==> config.mk <==
export PLATFORM = sky130hd
export DESIGN_NAME = gmr_stack
export DESIGN_NICKNAME = d
export VERILOG_FILES = /design/src/rtl/gmr_pkg.sv /design/src/rtl/gmr_stack_cell.sv /design/src/rtl/gmr_stack.sv
export SDC_FILE = /design/constraint.sdc
export NUM_CORES = 2
export LEC_CHECK = 0
export BUFFER_PORTS_ARGS = -buffer_cell sky130_fd_sc_hd__buf_2
export CORE_MARGIN = 4
export CORE_UTILIZATION = 50
export DETAILED_ROUTE_END_ITERATION = 8
export PLACE_DENSITY = 0.65
export SYNTH_ARGS = -nofsm -noshare
export SYNTH_HDL_FRONTEND = slang
export SYNTH_SLANG_ARGS = --single-unit
==> constraint.sdc <==
create_clock -name clk_i -period 26.9 [get_ports clk_i]
set_input_delay 8.07 -clock clk_i [delete_from_list [all_inputs] [get_ports clk_i]]
set_output_delay 8.07 -clock clk_i [all_outputs]
set_load 0.005 [all_outputs]
==> src/rtl/gmr_pkg.sv <==
// ----------------------------------------------------------------------------
// gmr_pkg
// Shared sizes, codes and types of the grid maze reachability block.
// ----------------------------------------------------------------------------
package gmr_pkg;

  localparam int GRID_ROWS  = 16;
  localparam int GRID_COLS  = 16;
  localparam int ROW_W      = $clog2(GRID_ROWS);
  localparam int COL_W      = $clog2(GRID_COLS);
  localparam int CELL_W     = ROW_W + COL_W;
  localparam int CELL_COUNT = GRID_ROWS * GRID_COLS;
  localparam int MAP_DEPTH  = 2 ** CELL_W;
  localparam int CNT_W      = $clog2(CELL_COUNT + 1);

  localparam int COORD_W    = 4;
  localparam int IN_DATA_W  = 24;
  localparam int OUT_DATA_W = 8;

  localparam logic KIND_LOAD  = 1'b0;
  localparam logic KIND_QUERY = 1'b1;

  typedef struct packed {
    logic [ROW_W-1:0] row;
    logic [COL_W-1:0] col;
  } cell_t;

  typedef struct packed {
    logic push;
    logic pop;
  } stk_op_t;

  typedef struct packed {
    logic empty;
    logic full;
  } stk_stat_t;

endpackage

==> src/rtl/gmr_stack_cell.sv <==
// ----------------------------------------------------------------------------
// gmr_stack_cell
// One entry of the shifting stack: takes the entry above on a push and the
// entry below on a pop.
// ----------------------------------------------------------------------------
module gmr_stack_cell (
  input  logic              clk_i,
  input  gmr_pkg::stk_op_t  op_i,
  input  gmr_pkg::cell_t    up_i,
  input  gmr_pkg::cell_t    dn_i,
  output gmr_pkg::cell_t    data_o
);

  gmr_pkg::cell_t data_q;

  always_ff @(posedge clk_i) begin
    if (op_i.push) begin
      data_q <= up_i;
    end else if (op_i.pop) begin
      data_q <= dn_i;
    end
  end

  assign data_o = data_q;

endmodule

==> src/rtl/gmr_stack.sv <==
// ----------------------------------------------------------------------------
// gmr_stack
// Cell stack built as a chain of shifting cells; the top sits in the first
// cell, and a fill count tracks the depth.
// ----------------------------------------------------------------------------
module gmr_stack (
  input  logic               clk_i,
  input  logic               rst_ni,
  input  logic               clear_i,
  input  gmr_pkg::stk_op_t   op_i,
  input  gmr_pkg::cell_t     push_data_i,
  output gmr_pkg::cell_t     top_o,
  output gmr_pkg::stk_stat_t status_o
);

  localparam int Depth = gmr_pkg::CELL_COUNT;

  logic [gmr_pkg::CNT_W-1:0] count_q, count_d;
  gmr_pkg::stk_op_t          op;
  gmr_pkg::cell_t            data [Depth];

  assign status_o.empty = (count_q == '0);
  assign status_o.full  = (count_q == gmr_pkg::CNT_W'(Depth));

  assign op.push = op_i.push & ~status_o.full;
  assign op.pop  = op_i.pop & ~op_i.push & ~status_o.empty;

  always_comb begin
    count_d = count_q;
    if (clear_i) begin
      count_d = '0;
    end else if (op.push) begin
      count_d = count_q + gmr_pkg::CNT_W'(1);
    end else if (op.pop) begin
      count_d = count_q - gmr_pkg::CNT_W'(1);
    end
  end

  always_ff @(posedge clk_i or negedge rst_ni) begin
    if (!rst_ni) begin
      count_q <= '0;
    end else begin
      count_q <= count_d;
    end
  end

  for (genvar i = 0; i < Depth; i++) begin : g_cell
    gmr_pkg::cell_t up;
    gmr_pkg::cell_t dn;

    if (i == 0) begin : g_first
      assign up = push_data_i;
    end else begin : g_mid
      assign up = data[i-1];
    end

    if (i == Depth - 1) begin : g_last
      assign dn = '0;
    end else begin : g_inner
      assign dn = data[i+1];
    end

    gmr_stack_cell u_cell (
      .clk_i  (clk_i),
      .op_i   (op),
      .up_i   (up),
      .dn_i   (dn),
      .data_o (data[i])
    );
  end

  assign top_o = data[0];

endmodule

==> run summary <==
Pwr Density = 99.8 mW/mm^2
WL/cell = 12.4 um
GPL Wtd Cong = 0.722
Biggest area consumer among synthesized cells = edfxtp_1
Die H = 430 um
Num Clock Sinks = 2,057
Worst vdd rail ir drop = 0.0580 mV
First-pass GRT wire length = 240 mm
Leakage = 42.6 nW
Post-DRT Antenna Nets = 0
Synth unique cells = 37
Final net count = 8,570
Layout area overhead = 7.06%
Setup Buffers After CTS = 0
#FFs+latches synth = 2,057
Synth Area per Inst = 10.2 um^2
Total negative setup slack = 0 ns
Fmax = 77.6 MHz
Hold Crit Class = reg2reg
Starting DRT DRC Count = 4,816
Vias = 55,200
Startpoint types = input pin
Net count after synthesis = 8,737
Hpwl dp = 72.8 mm
CTS tree = built
Placed instance count = 10,700
H-Tree Depth = 4
Die area = 0.185 mm^2
Final hold viol count = 0
GRT Resource Usage Total = 14.7%
Worst skew pair latency = 0.83 ns
First-pass iteration count of the detailed router = 6
Clock Skews = 0.0343 ns
Fin crit share = 47.9%
Hold slack final = 0.518 ns
Hold_buf cts = 0
Endpoints failing setup = 0
Slew Viols, Final = 0
Largest net degree at the start of global routing = 251
Max-Cap Viols = 0
Critical Path RT = 27.33 ns
Post-synthesis sequential area ratio = 69.3%
CTS Root Cell = clkbuf_16
Most common cell after layout, fill and taps aside = nand2_1
Outcome = finished clean
Worst Path Max Fanout = 191
WS Path Type = in2reg
Post-Layout Cell Count = 11,100
Vias/cell = 4.99
Top cell type's share of synthesized area = 69.0%
Slew Limit Headroom = 18.1%
Synth top area cells = edfxtp_1 69%, nand2_1 26%, buf_6 2.4%, buf_4 1.4%, buf_2 0.43%
Critical Path End Type = flop
Mapped Area = 0.0891 mm^2
Core Util, Final = 54.0%
Post-cts sizing count = 0
Commonest cells after routing, fill and taps aside = 6,125 x nand2_1, 2,048 x edfxtp_1, 210 x clkbuf_16
Cell count after synthesis = 8,715
CTS Buf Count = 210
Rows = 154
Fin crit period = 12.89 ns
Wirelength, routed = 138 mm
Slew @ Worst Pin = 1.23 ns
Remaining DRCs = 0
Vias in the first global route = 53,500
IO buf count = 22
Initial antenna violation count = 0
Initial Util = 50.4%
Core Area = 0.177 mm^2
I/O pins = 23
Unrepaired setup endpoints after global routing = false
Total gr overflow = 0
Layout cells sized above 1 = 4.09%
Bufs on Longest Clock Path = 3
Clock slew at reported path FFs = 0.06 ns
Die X = 430 um
Arr. time, crit path = 13.32 ns
Total of warnings raised by yosys = 0
==> cell type report <==
type,instances,area [um^2]
flip-flops and latches,2057,61700
diodes,1,2.50
inverters,6,30.0
multi-input cells,6196,23500
fillers,15200,81300
repair buffers,77,661
well taps,2340,2930
clock buffers,268,5520
clock inverters,116,998
==> critical path: stages <==
cell,delay [ns]
buf_2,0.07
inv_1,0.07
o31ai_4,0.41
buf_4,0.62
buf_12,0.65
buf_4,0.78
buf_12,0.66
buf_4,0.87
buf_4,0.71
==> per-layer routing <==
| metal | part of all wire (%) | track usage (%) | wire (um) |
|---|---|---|---|
| met3 | 3.5 | 2.52 | 4880 |
| met4 | 1.9 | 3.89 | 2620 |
| met1 | 48 | 20.1 | 66700 |
| met2 | 46 | 24.4 | 63500 |
| met5 | 0 | 0 | 0 |
==> final timing paths <==
check                      cells past startpoint  slack, ns                   startpoint                           to
hold reg to reg                                2       0.52  g_cell[97].u_cell.data_o[2]  g_cell[98].u_cell.data_o[2]
setup / recovery                               9      14.01                      op_i[0]  g_cell[39].u_cell.data_o[5]
setup reg to reg                              10      20.69                   count_q[0]  g_cell[39].u_cell.data_o[5]
max in group asynchronous                      1      19.60                       rst_ni                   count_q[0]
min in group asynchronous                      1       7.11                       rst_ni                   count_q[6]
hold / removal                                 2       0.52  g_cell[97].u_cell.data_o[2]  g_cell[98].u_cell.data_o[2]
==> sequential cells by signal, summed over array words and instances, names as in the netlist <==
signal,cells
g_cell.u_cell.data_o,2048
count_q,9
==> cells in the mapped netlist (all sizes together) <==
| library cell | number |
|---|---|
| a2111oi | 1 |
| a211oi | 1 |
| a21o | 3 |
| a21oi | 4 |
| a311oi | 1 |
| a31o | 1 |
| a31oi | 4 |
| and2 | 8 |
| buf | 435 |
| clkbuf | 21 |
| dfrtp | 9 |
| edfxtp | 2048 |
| fa | 1 |
| ha | 8 |
| inv | 6 |
| mux2 | 1 |
| mux2i | 4 |
| nand2 | 6125 |
| nand2b | 4 |
| nand3 | 2 |
| nand3b | 1 |
| nand4b | 1 |
| nor2 | 10 |
| nor2b | 1 |
| nor4 | 2 |
| o21a | 2 |
| o21ai | 3 |
| o22ai | 1 |
| o31ai | 1 |
| xnor2 | 3 |
| xor2 | 3 |
==> where the power goes <==
| part | switching (mW) | internal (mW) |
|---|---|---|
| registers | 0.477 | 4.88 |
| clock network | 1.22 | 1.54 |
| logic | 0.952 | 0.439 |
==> stage by stage <==
stage | power, mW | setup WS [ns] | area (um^2)
2_1_floorplan | 6.77 | 3.92 | 89100
3_3_place_gp | 6.75 | 13.11 | 88900
3_5_place_dp | 6.84 | 12.96 | 88900
4_1_cts | 9.66 | 13.88 | 95400
5_1_grt | 10.1 | 13.51 | 95400
6_report | 9.52 | 14.01 | 95400
==> logic make-up (layout without fill, tap and decap cells) <==
group                      count (synthesis)  count (layout)  share of synthesized area, %
AOI/OAI and AO/OA                         22              22                         0.163
xor gates and xnor gates                   6               6                        0.0590
other                                      0               1                             0
and+or+nand+nor                         6154            6154                          26.0
adders and majority gates                  9               9                         0.135
buffers and inverters                    462             467                          4.35
DFF                                     2057            2057                          69.3
muxes                                      5               5                        0.0576
Note: power is estimated with default switching activity, not from simulation.
