### src/rtl/gmr_ram.sv
// ----------------------------------------------------------------------------
// gmr_ram
// Generic single write port, single read port RAM with registered read data.
// ----------------------------------------------------------------------------
module gmr_ram #(
  parameter int WIDTH = 1,
  parameter int DEPTH = 256
) (
  input  logic                     clk_i,
  input  logic                     we_i,
  input  logic [$clog2(DEPTH)-1:0] waddr_i,
  input  logic [WIDTH-1:0]         wdata_i,
  input  logic [$clog2(DEPTH)-1:0] raddr_i,
  output logic [WIDTH-1:0]         rdata_o
);

  logic [WIDTH-1:0] mem_q [DEPTH];
  logic [WIDTH-1:0] rdata_q;

  always_ff @(posedge clk_i) begin
    if (we_i) begin
      mem_q[waddr_i] <= wdata_i;
    end
    rdata_q <= mem_q[raddr_i];
  end

  assign rdata_o = rdata_q;

endmodule

### config.mk
export PLATFORM = sky130hd
export DESIGN_NAME = gmr_ram
export DESIGN_NICKNAME = d
export VERILOG_FILES = /design/src/rtl/gmr_ram.sv
export SDC_FILE = /design/constraint.sdc
export NUM_CORES = 1
export LEC_CHECK = 0
export ABC_AREA = 1
export ABC_CLOCK_PERIOD_IN_PS = 1200
export BUFFER_PORTS_ARGS = -buffer_cell sky130_fd_sc_hd__buf_2
export CORE_ASPECT_RATIO = 1.1
export CORE_MARGIN = 2
export CORE_UTILIZATION = 29
export DETAILED_ROUTE_END_ITERATION = 10
export GPL_ROUTABILITY_DRIVEN = 0
export GPL_TIMING_DRIVEN = 1
export PLACE_DENSITY_LB_ADDON = 0.1
export SETUP_SLACK_MARGIN = 0.3
export SLEW_MARGIN = 15
export SYNTH_ARGS = -nofsm -noshare
export SYNTH_HDL_FRONTEND = slang
export SYNTH_SLANG_ARGS = --single-unit
### constraint.sdc
create_clock -name clk_i -period 1.2 [get_ports clk_i]
set_input_delay 0.18 -clock clk_i [delete_from_list [all_inputs] [get_ports clk_i]]
set_output_delay 0.18 -clock clk_i [all_outputs]
set_load 0.05 [all_outputs]
==> results of run 1 <==
-- final timing paths --
| path | slack [ns] | to | start |
|---|---|---|---|
| max | -0.08 | rdata_o$_DFF_P_ | mem_q[137]$_DFFE_PP_ |
| min | -0.02 | rdata_o$_DFF_P_ | raddr_i[6] |
| max reg2reg | -0.08 | rdata_o$_DFF_P_ | mem_q[137]$_DFFE_PP_ |
| min reg2reg | 0.95 | rdata_o$_DFF_P_ | mem_q[178]$_DFFE_PP_ |
-- registers in the layout, summed over array words and instances, names as in the netlist --
signal   count
mem_q      256
rdata_o      1
-- critical path, delay by kind of cell, from the launching register on --
kind / cells / cell delay, ns
AND/OR/NAND/NOR: 10 / 0.81
flip-flops: 1 / 0.36
-- what timing repair did --
| item | in CTS | in global routing |
|---|---|---|
| pin swaps | 17 | 14 |
| hold endpoints to repair | 1 | 0 |
| hold buffers | 1 | 0 |
| gates resized for setup | 27 | 20 |
| setup endpoints to repair | 2 | 4 |
| buffers inserted | 0 | 0 |
-- cell families after synthesis --
group	after synthesis	share of synthesized area, %
flip-flops	257	65.8
AND/OR/NAND/NOR	824	29.2
buffers and inverters	103	5.05
-- area by class of cell --
type	count	area (µm²)	area share, %
Sequential cell	257	7710	51.8
Multi-Input combinational cell	824	4010	26.9
Timing Repair Buffer	127	1500	10.1
Clock buffer	44	825	5.54
Tap cell	513	642	4.31
Inverter	18	114	0.765
Clock inverter	8	91.3	0.613
-- routing by layer --
metal | up-vias | wire [µm] | GRT usage [%]
met5 | - | 0 | 0
met4 | 0 | 573 | 3.81
met3 | 40 | 1330 | 1.62
met2 | 160 | 17800 | 29.9
met1 | 4366 | 17600 | 25.7
li1 | 4152 | - | -
-- cells in the final DEF (no fill, tap or decap), drive strengths merged --
cell	instances
nand3	254
clkinvlp	1
nor2	268
buf	125
dfxtp	1
edfxtp	256
clkbuf	45
clkinv	5
inv	18
nand2	299
dlygate4sd3	1
bufinv	2
nand4	3
-- power by group --
group	switching, W	leakage (nW)	internal, W	total (W)
registers	0.00000930	2.31	0.00989	0.00990
logic	0.00119	2.43	0.000640	0.00183
clock network	0.00360	0.443	0.00514	0.00874
-- through the flow --
stage | cell area, µm² | total power [W] | setup slack, ns | util, % | std cells
floorplan | 12500 | 0.0110 | 0.0280 | - | 1184
global placement | 13700 | 0.0119 | -0.599 | 34.4 | 1738
detailed placement | 13700 | 0.0119 | -0.563 | 34.4 | 1738
CTS | 14800 | 0.0207 | -0.0905 | 37.0 | 1791
global route | 14900 | 0.0212 | -0.218 | 37.2 | 1791
finish | 14900 | 0.0205 | -0.0841 | 37.2 | 1791
==> flow_summary_export.csv, run 1 <==
group,metric,value,unit
logic_synthesis,post-synth-top-count-cell,"nand2_1",
logic_synthesis,yosys.cell_types.count,13,
worst_setup_path,max_stage_delay,0.36,ns
timing,finalHoldViolations,1,
final_layout,fill_cells,3979,
logic_synthesis,synth_edf_count,256,
die,core,40000,µm²
grt,grt_max_degree,57,
worst_setup_path,cp_slowest_cell,"edfxtp_1",
clock_network,cts_htree_levels,1,
logic_synthesis,async_flop_share,0,%
clock_network,clock_latency,0.56,ns
grt,grt_pass1_vias,8641,
die,dieArea,42000,µm²
placement,io_buffer_count,19,
worst_setup_path,worstRegToRegCells,10,
worst_setup_path,crit_fanout,1,
grt,antenna_found_initial,0,
die,die_x,196,µm
timing,finalClockSkew,0.0118,ns
logic_synthesis,synth_top_area_share,65.6,%
die,start_util,29.3,%
placement,dp_hpwl,22600,µm
die,row_count,77,
outcome,violations,"hold timing, setup timing",
routing,vias,8718,
clock_network,clockBufferDepth,3,
timing,final_max_slew_viol_count,0,
logic_synthesis,syn_avg_cell_area,9.90,µm²
clock_network,numCtsBuffers,30,
routing,detail-route-antenna-nets,0,
clock_network,cts_tree,"yes",
logic_synthesis,yosys_warnings,0,
timing,fin_ws,-0.0841,ns
logic_synthesis,synth_area,11700,µm²
grt,grt_usage,18.0,%
timing,worst_pin_slew,0.378,ns
power,peakVddDrop,1.08,mV
die,pin_count,20,
routing,wl_per_cell,20.8,µm
logic_synthesis,synth_area_leaders,"edfxtp_1 66%, nand3_1 11%, nand2_1 9.6%",
worst_setup_path,crit_required,1.65,ns
routing,drtIter0Drc,636,
logic_synthesis,synth_seq_cells,257,
outcome,outcome,"complete, but fails checks",
worst_setup_path,criticalPathCategory,"reg -> reg",
timing,setup_viol,2,
worst_setup_path,cp.arrival,1.73,ns
worst_hold_path,hold_path_depth,4,
logic_synthesis,synth_cells,1184,
power,p_per_area,1370,nW/µm²
grt,grt_pass1_wl,56400,µm
timing,fin_crit_sh,107,%
power,power.leakage,5.18,nW
logic_synthesis,synth_fp_nets,1203,
final_layout,insertedDiodeCount,0,
timing,holdWs,-0.0158,ns
logic_synthesis,synth_top_area_cell,"edfxtp_1",
routing,vias_per_cell,4.87,
clock_network,cts_root_buffer,"clkbuf_16",
final_layout,nets,1277,
grt,grt-ovfl-total,0,
logic_synthesis,ys.flop_type,"edfxtp_1",
timing,rsz0062_at_grt,"true",
clock_network,cts.sinks,257,
routing,firstDrtPassIters,5,
timing,final.min_clock_period,1.28,ns
run,cap_violations,0,
timing,max_slew_margin,74.8,%
routing,totalWireLength,37300,µm
worst_setup_path,start_kind,"register",
routing,drc_errors,0,
timing,max_freq,0.779,GHz
final_layout,area_growth,27.1,%
logic_synthesis,seq_area_frac_synth,65.8,%
worst_setup_path,crit_path_end_kind,"register",
logic_synthesis,synthTopCellsByCount,"299 x nand2_1, 268 x nor2_1, 256 x edfxtp_1",
worst_hold_path,hold_path.class,"in -> reg",
timing,fin_tns_setup,-0.113,ns
worst_setup_path,cp_common_cell,"nand3_1",
die,die_h,215,µm
final_layout,layout-drive-gt1-share,23.9,%
clock_network,cts.clk_slew.worst_paths,0.05,ns
worst_setup_path,crit_chain,"nand2_1, nand3_1, nand3_1, nand3_2, nand3_2, nand2_2, nand2_1, nand3_1, nand3_1, nand2_1",
No activity file was read; power rests on OpenSTA's default activity.
==> inputs of run 2 (changes only) <==
--- a/config.mk
+++ b/config.mk
@@ -8,13 +8,15 @@
 export ABC_AREA = 1
 export ABC_CLOCK_PERIOD_IN_PS = 1200
 export BUFFER_PORTS_ARGS = -buffer_cell sky130_fd_sc_hd__buf_2
+export CAP_MARGIN = 20
 export CORE_ASPECT_RATIO = 1.1
 export CORE_MARGIN = 2
-export CORE_UTILIZATION = 29
+export CORE_UTILIZATION = 57
 export DETAILED_ROUTE_END_ITERATION = 10
 export GPL_ROUTABILITY_DRIVEN = 0
 export GPL_TIMING_DRIVEN = 1
 export PLACE_DENSITY_LB_ADDON = 0.1
+export RECOVER_POWER = 50
 export SETUP_SLACK_MARGIN = 0.3
 export SLEW_MARGIN = 15
 export SYNTH_ARGS = -nofsm -noshare
==> run 2 against run 1 <==
The run ends with setup timing left. Global-route usage rose by 12 points. Cell area fell by 0.83%. Utilization rose by 35 points. Count of clock-buffer cells in the layout fell by 6. Maximum frequency fell by 1.6%. Register-to-register slack got worse by 0.02 ns. Worst hold slack improved by 0.035 ns. Via count rose by 5.1%. Critical path type unchanged.
==> flow_summary_export.csv, run 2 (synthesis gave the netlist of run 1 again) <==
group,metric,value,unit
final_layout,design_area,14800,µm²
timing,fin_ws,-0.105,ns
routing,drc_errors,0,
final_layout,insertedDiodeCount,0,
routing,firstDrtPassIters,5,
clock_network,clock_latency,0.53,ns
routing,vias,9165,
timing,max_slew_margin,45.4,%
placement,io_buffer_count,19,
routing,detail-route-antenna-nets,0,
run,cap_violations,0,
grt,grt_usage,30.0,%
die,row_count,55,
worst_setup_path,cp.arrival,1.73,ns
outcome,outcome,"complete, but fails checks",
timing,finalHoldViolations,0,
die,core,20400,µm²
timing,max_freq,0.766,GHz
power,peakVddDrop,1.09,mV
final_layout,mostFrequentLayoutCell,"nand2_1",
placement,dp_hpwl,18600,µm
timing,finalClockSkew,0.0141,ns
clock_network,numCtsBuffers,26,
grt,grt-ovfl-total,0,
die,pin_count,20,
outcome,violations,"setup timing",
routing,drtIter0Drc,1055,
worst_setup_path,criticalPathCategory,"reg -> reg",
power,p_total,0.0196,W
clock_network,clockBufferDepth,3,
clock_network,cts.clk_slew.worst_paths,0.06,ns
clock_network,cts_htree_levels,1,
power,power.leakage,5.17,nW
timing,final.min_clock_period,1.31,ns
grt,grt_pass1_vias,8823,
die,die_x,141,µm
timing,worst_pin_slew,0.820,ns
routing,wl_per_cell,21.6,µm
grt,grt_pass1_wl,49200,µm
worst_setup_path,ff2ff_setup_slack,-0.11,ns
timing,fin_crit_sh,109,%
grt,grt_max_degree,60,
final_layout,layout-drive-gt1-share,27.2,%
die,dieArea,21700,µm²
worst_setup_path,start_kind,"register",
worst_hold_path,hold_path.class,"in -> reg",
routing,vias_per_cell,5.96,
worst_setup_path,crit_required,1.63,ns
grt,antenna_found_initial,0,
timing,rsz0062_at_grt,"true",
timing,final_max_slew_viol_count,0,
clock_network,cts_tree,"yes",
placement,dpl_cell_area,13400,µm²
final_layout,nets,1283,
timing,fin_tns_setup,-0.126,ns
final_layout,most-common-layout-cells,"276 x nand2_1, 256 x edfxtp_1, 211 x nand3_1",
final_layout,largest_register,"mem_q",
routing,totalWireLength,33200,µm
final_layout,fill_cells,1478,
clock_network,cts_root_buffer,"clkbuf_16",
placement,dp_slack,-0.559,ns
worst_setup_path,crit_fanout,1,
timing,setup_viol,2,
die,start_util,57.5,%
timing,holdWs,0.0194,ns
final_layout,largest_reg_flops,256,
power,p_per_area,1330,nW/µm²
final_layout,area_growth,26.0,%
worst_setup_path,crit_path_end_kind,"register",
clock_network,cts.sinks,257,
die,die_h,154,µm
[run 2: cell count changes in the layout (fill, tap and decap cells not counted), moves of 5 or more]
cell | before | now
nor2_4 | 16 | 29
nor2_1 | 198 | 167
nand2_8 | 1 | 6
clkbuf_4 | 1 | 6
clkbuf_1 | 13 | 8
buf_12 | 45 | 37
buf_4 | 61 | 67
nor2_2 | 54 | 72
[run 2: power breakdown]
group / internal, W / switching (W)
clock network: 0.00457 / 0.00332
logic: 0.000644 / 0.00119
registers: 0.00989 / 0.00000967
total: 0.0151 / 0.00452
[run 2: worst max-delay path, cell delays in order, from the launching register on]
cell and delay (ns):
edfxtp_1 0.36, nand2_1 0.08, nand3_1 0.08, nand3_1 0.11, nand3_1 0.11, nand3_2 0.13
nand2_2 0.07, nand2_1 0.06, nand3_1 0.07, nand3_1 0.08, nand2_1 0.06
[run 2: area by class of cell]
class,instances,area (µm²),area share (%)
Sequential cell,257,7710,52.2
Multi-Input combinational cell,824,4240,28.7
Timing Repair Buffer,137,1560,10.5
Clock buffer,38,757,5.13
Tap cell,256,320,2.17
Inverter,18,116,0.788
Clock inverter,8,67.6,0.457
[run 2: worst paths after layout]
path,from,to,cells after the start
max,mem_q[149]$_DFFE_PP_,rdata_o$_DFF_P_,10
min,raddr_i[6],rdata_o$_DFF_P_,4
max reg2reg,mem_q[149]$_DFFE_PP_,rdata_o$_DFF_P_,10
min reg2reg,mem_q[200]$_DFFE_PP_,rdata_o$_DFF_P_,10
[run 2: through the flow]
step	utilization (%)	instances
finish	72.5	1538
global placement	65.7	1479
detailed placement	65.7	1479
CTS	70.5	1527
floorplan	-	1184
global route	72.5	1538
[run 2: what timing repair did]
| action | CTS | global route |
|---|---|---|
| endpoints found under the setup margin | 9 | 51 |
| pin swaps | 19 | 38 |
| endpoints found under the hold margin | 1 | 0 |
| hold buffers | 1 | 0 |
| cloned | 1 | 3 |
| setup buffers | 0 | 8 |
| resized for setup | 29 | 86 |
[run 2: per-layer routing]
layer	global-route usage, %	vias to the layer above	wire (µm)
met2	49.9	508	16300
met5	0	-	0
met3	4.49	74	3360
met4	12.4	0	1140
met1	40.0	4417	12300
li1	-	4166	-
==> inputs of run 3 (changes only) <==
--- a/config.mk
+++ b/config.mk
@@ -15,7 +15,7 @@
 export DETAILED_ROUTE_END_ITERATION = 10
 export GPL_ROUTABILITY_DRIVEN = 0
 export GPL_TIMING_DRIVEN = 1
-export PLACE_DENSITY_LB_ADDON = 0.1
+export PLACE_DENSITY = 0.73
 export RECOVER_POWER = 50
 export SETUP_SLACK_MARGIN = 0.3
 export SLEW_MARGIN = 15
==> run 3 against run 2 <==
The run still ends with setup timing left. Register-to-register slack gained 0.03 ns. Critical endpoint unchanged. Global-route usage fell by 2.6 points. Critical path type unchanged. Non-clock buffer count fell by 32.
==> flow_summary_export.csv, run 3 (synthesis gave the netlist of run 1 again) <==
group,metric,value,unit
die,start_util,57.5,%
die,die_h,154,µm
clock_network,clockBufferDepth,3,
worst_setup_path,ff2ff_setup_slack,-0.08,ns
die,dieArea,21700,µm²
grt,grt.met2_usage,45.9,%
die,core,20400,µm²
timing,max_freq,0.784,GHz
placement,dp_slack,-0.455,ns
timing,fin_crit_sh,106,%
final_layout,nets,1251,
worst_setup_path,r2r_start,"mem_q[38]$_DFFE_PP_",
routing,totalWireLength,29800,µm
power,peakVddDrop,1.08,mV
final_layout,layout-drive-gt1-share,25.8,%
die,die_x,141,µm
timing,final.min_clock_period,1.28,ns
outcome,outcome,"complete, but fails checks",
worst_setup_path,startpoint,"mem_q[38]$_DFFE_PP_",
worst_setup_path,crit_fanout,1,
final_layout,insertedDiodeCount,0,
grt,grt_usage,27.4,%
grt,grt_max_degree,59,
worst_setup_path,cp.arrival,1.70,ns
final_layout,most-common-layout-cells,"275 x nand2_1, 256 x edfxtp_1, 190 x nand3_1",
timing,final_max_slew_viol_count,0,
worst_setup_path,regToRegEndpoint,"rdata_o$_DFF_P_",
power,power.leakage,5.00,nW
clock_network,cts.sinks,257,
timing,holdWs,0.00585,ns
worst_setup_path,crit_path_end_kind,"register",
routing,drc_errors,0,
outcome,violations,"setup timing",
grt,grt-ovfl-total,0,
routing,drtIter0Drc,932,
timing,finalHoldViolations,0,
grt,met3_usage,3.84,%
timing,max_slew_margin,27.0,%
grt,grt_pass1_wl,45700,µm
clock_network,cts_htree_levels,1,
worst_setup_path,worstRegToRegCells,10,
timing,rsz0062_at_grt,"true",
routing,firstDrtPassIters,5,
routing,wl_per_cell,19.8,µm
final_layout,area_growth,22.3,%
worst_hold_path,hold_path.class,"in -> reg",
final_layout,largest_register,"mem_q",
worst_setup_path,start_kind,"register",
final_layout,mostFrequentLayoutCell,"nand2_1",
routing,detail-route-antenna-nets,0,
timing,setup_viol,2,
grt,gr-max-usage-layer,"met2",
grt,grt_use_met1,37.1,%
placement,io_buffer_count,19,
worst_setup_path,criticalPathCategory,"reg -> reg",
timing,worst_pin_slew,1.10,ns
power,p_per_area,1330,nW/µm²
worst_setup_path,crit_required,1.62,ns
grt,grt_pass1_vias,8482,
clock_network,cts_tree,"yes",
die,row_count,55,
timing,finalClockSkew,0.00841,ns
placement,dp_hpwl,17300,µm
worst_setup_path,crit_end,"rdata_o$_DFF_P_",
grt,antenna_found_initial,0,
routing,vias_per_cell,5.89,
routing,vias,8848,
clock_network,clock_latency,0.52,ns
run,cap_violations,0,
clock_network,cts_root_buffer,"clkbuf_16",
clock_network,numCtsBuffers,26,
timing,fin_ws,-0.0755,ns
die,pin_count,20,
clock_network,cts.clk_slew.worst_paths,0.06,ns
final_layout,largest_reg_flops,256,
run 3: changes by cell type in the layout (fill, tap and decap cells not counted), moves of 4 or more:
cell / change
clkbuf_4: +4
clkbuf_8: -4
nand3_2: +23
nor2_4: -13
nand3_1: -21
nor2_1: +13
nand2_2: +4
buf_2: -4
buf_4: -23
run 3: worst min-delay path by stage:
stage | slack, ns | from | cells past startpoint | end
after global routing | 0.03 | raddr_i[6] | 4 | rdata_o$_DFF_P_
after CTS | -0.009 | raddr_i[6] | 4 | rdata_o$_DFF_P_
after global placement | 0.48 | raddr_i[7] | 3 | rdata_o$_DFF_P_
after floorplan | 0.28 | wdata_i | 0 | mem_q[0]$_DFFE_PP_
final | 0.006 | raddr_i[6] | 4 | rdata_o$_DFF_P_
after detailed placement | 0.46 | raddr_i[7] | 3 | rdata_o$_DFF_P_
run 3: layout make-up:
cell class	count	area, µm²
flip-flops and latches	257	7710
fillers	1451	6040
multi-input cells	824	4200
repair buffers	105	1220
clock buffers	34	702
well taps	256	320
inverters	18	114
clock inverters	9	65.1
run 3: through the flow:
step	std cells	TNS [ns]	util [%]	area (µm²)	total power [W]
CTS	1501	-0.0778	69.0	14100	0.0190
finish	1503	-0.0921	70.3	14300	0.0191
floorplan	1184	0	-	12500	0.0110
detailed placement	1457	-41.87	64.5	13100	0.0117
global route	1503	-1.68	70.3	14300	0.0195
global placement	1457	-35.45	64.5	13100	0.0116
run 3: report_power, final:
| part | total [W] | switching, W | internal, W |
|---|---|---|---|
| clock network | 0.00747 | 0.00319 | 0.00428 |
| registers | 0.00990 | 0.00000772 | 0.00989 |
| logic | 0.00170 | 0.00113 | 0.000577 |
run 3: per-layer routing:
layer	share of wire, %	routed length, µm
met1	39	11500
met5	0	0
met3	9.1	2720
met2	50	14800
met4	2.4	722
run 3: timing repair:
| item | 4_1_cts | 5_1_grt |
|---|---|---|
| resized for setup | 28 | 71 |
| cloned | 0 | 1 |
| setup endpoints to repair | 6 | 33 |
| buffers inserted | 0 | 1 |
| hold buffers | 1 | 0 |
| hold endpoints to repair | 1 | 0 |
| pin swaps | 12 | 47 |
run 3: worst max-delay path: stages, from the launching register on:
cell and delay [ns]:
edfxtp_1 0.38, nand2_1 0.09, nand3_1 0.07, nand3_1 0.09, nand3_1 0.15, nand3_1 0.11, nand2_1 0.05, nand2_1 0.05
nand3_1 0.06, nand3_1 0.09, nand2_1 0.05
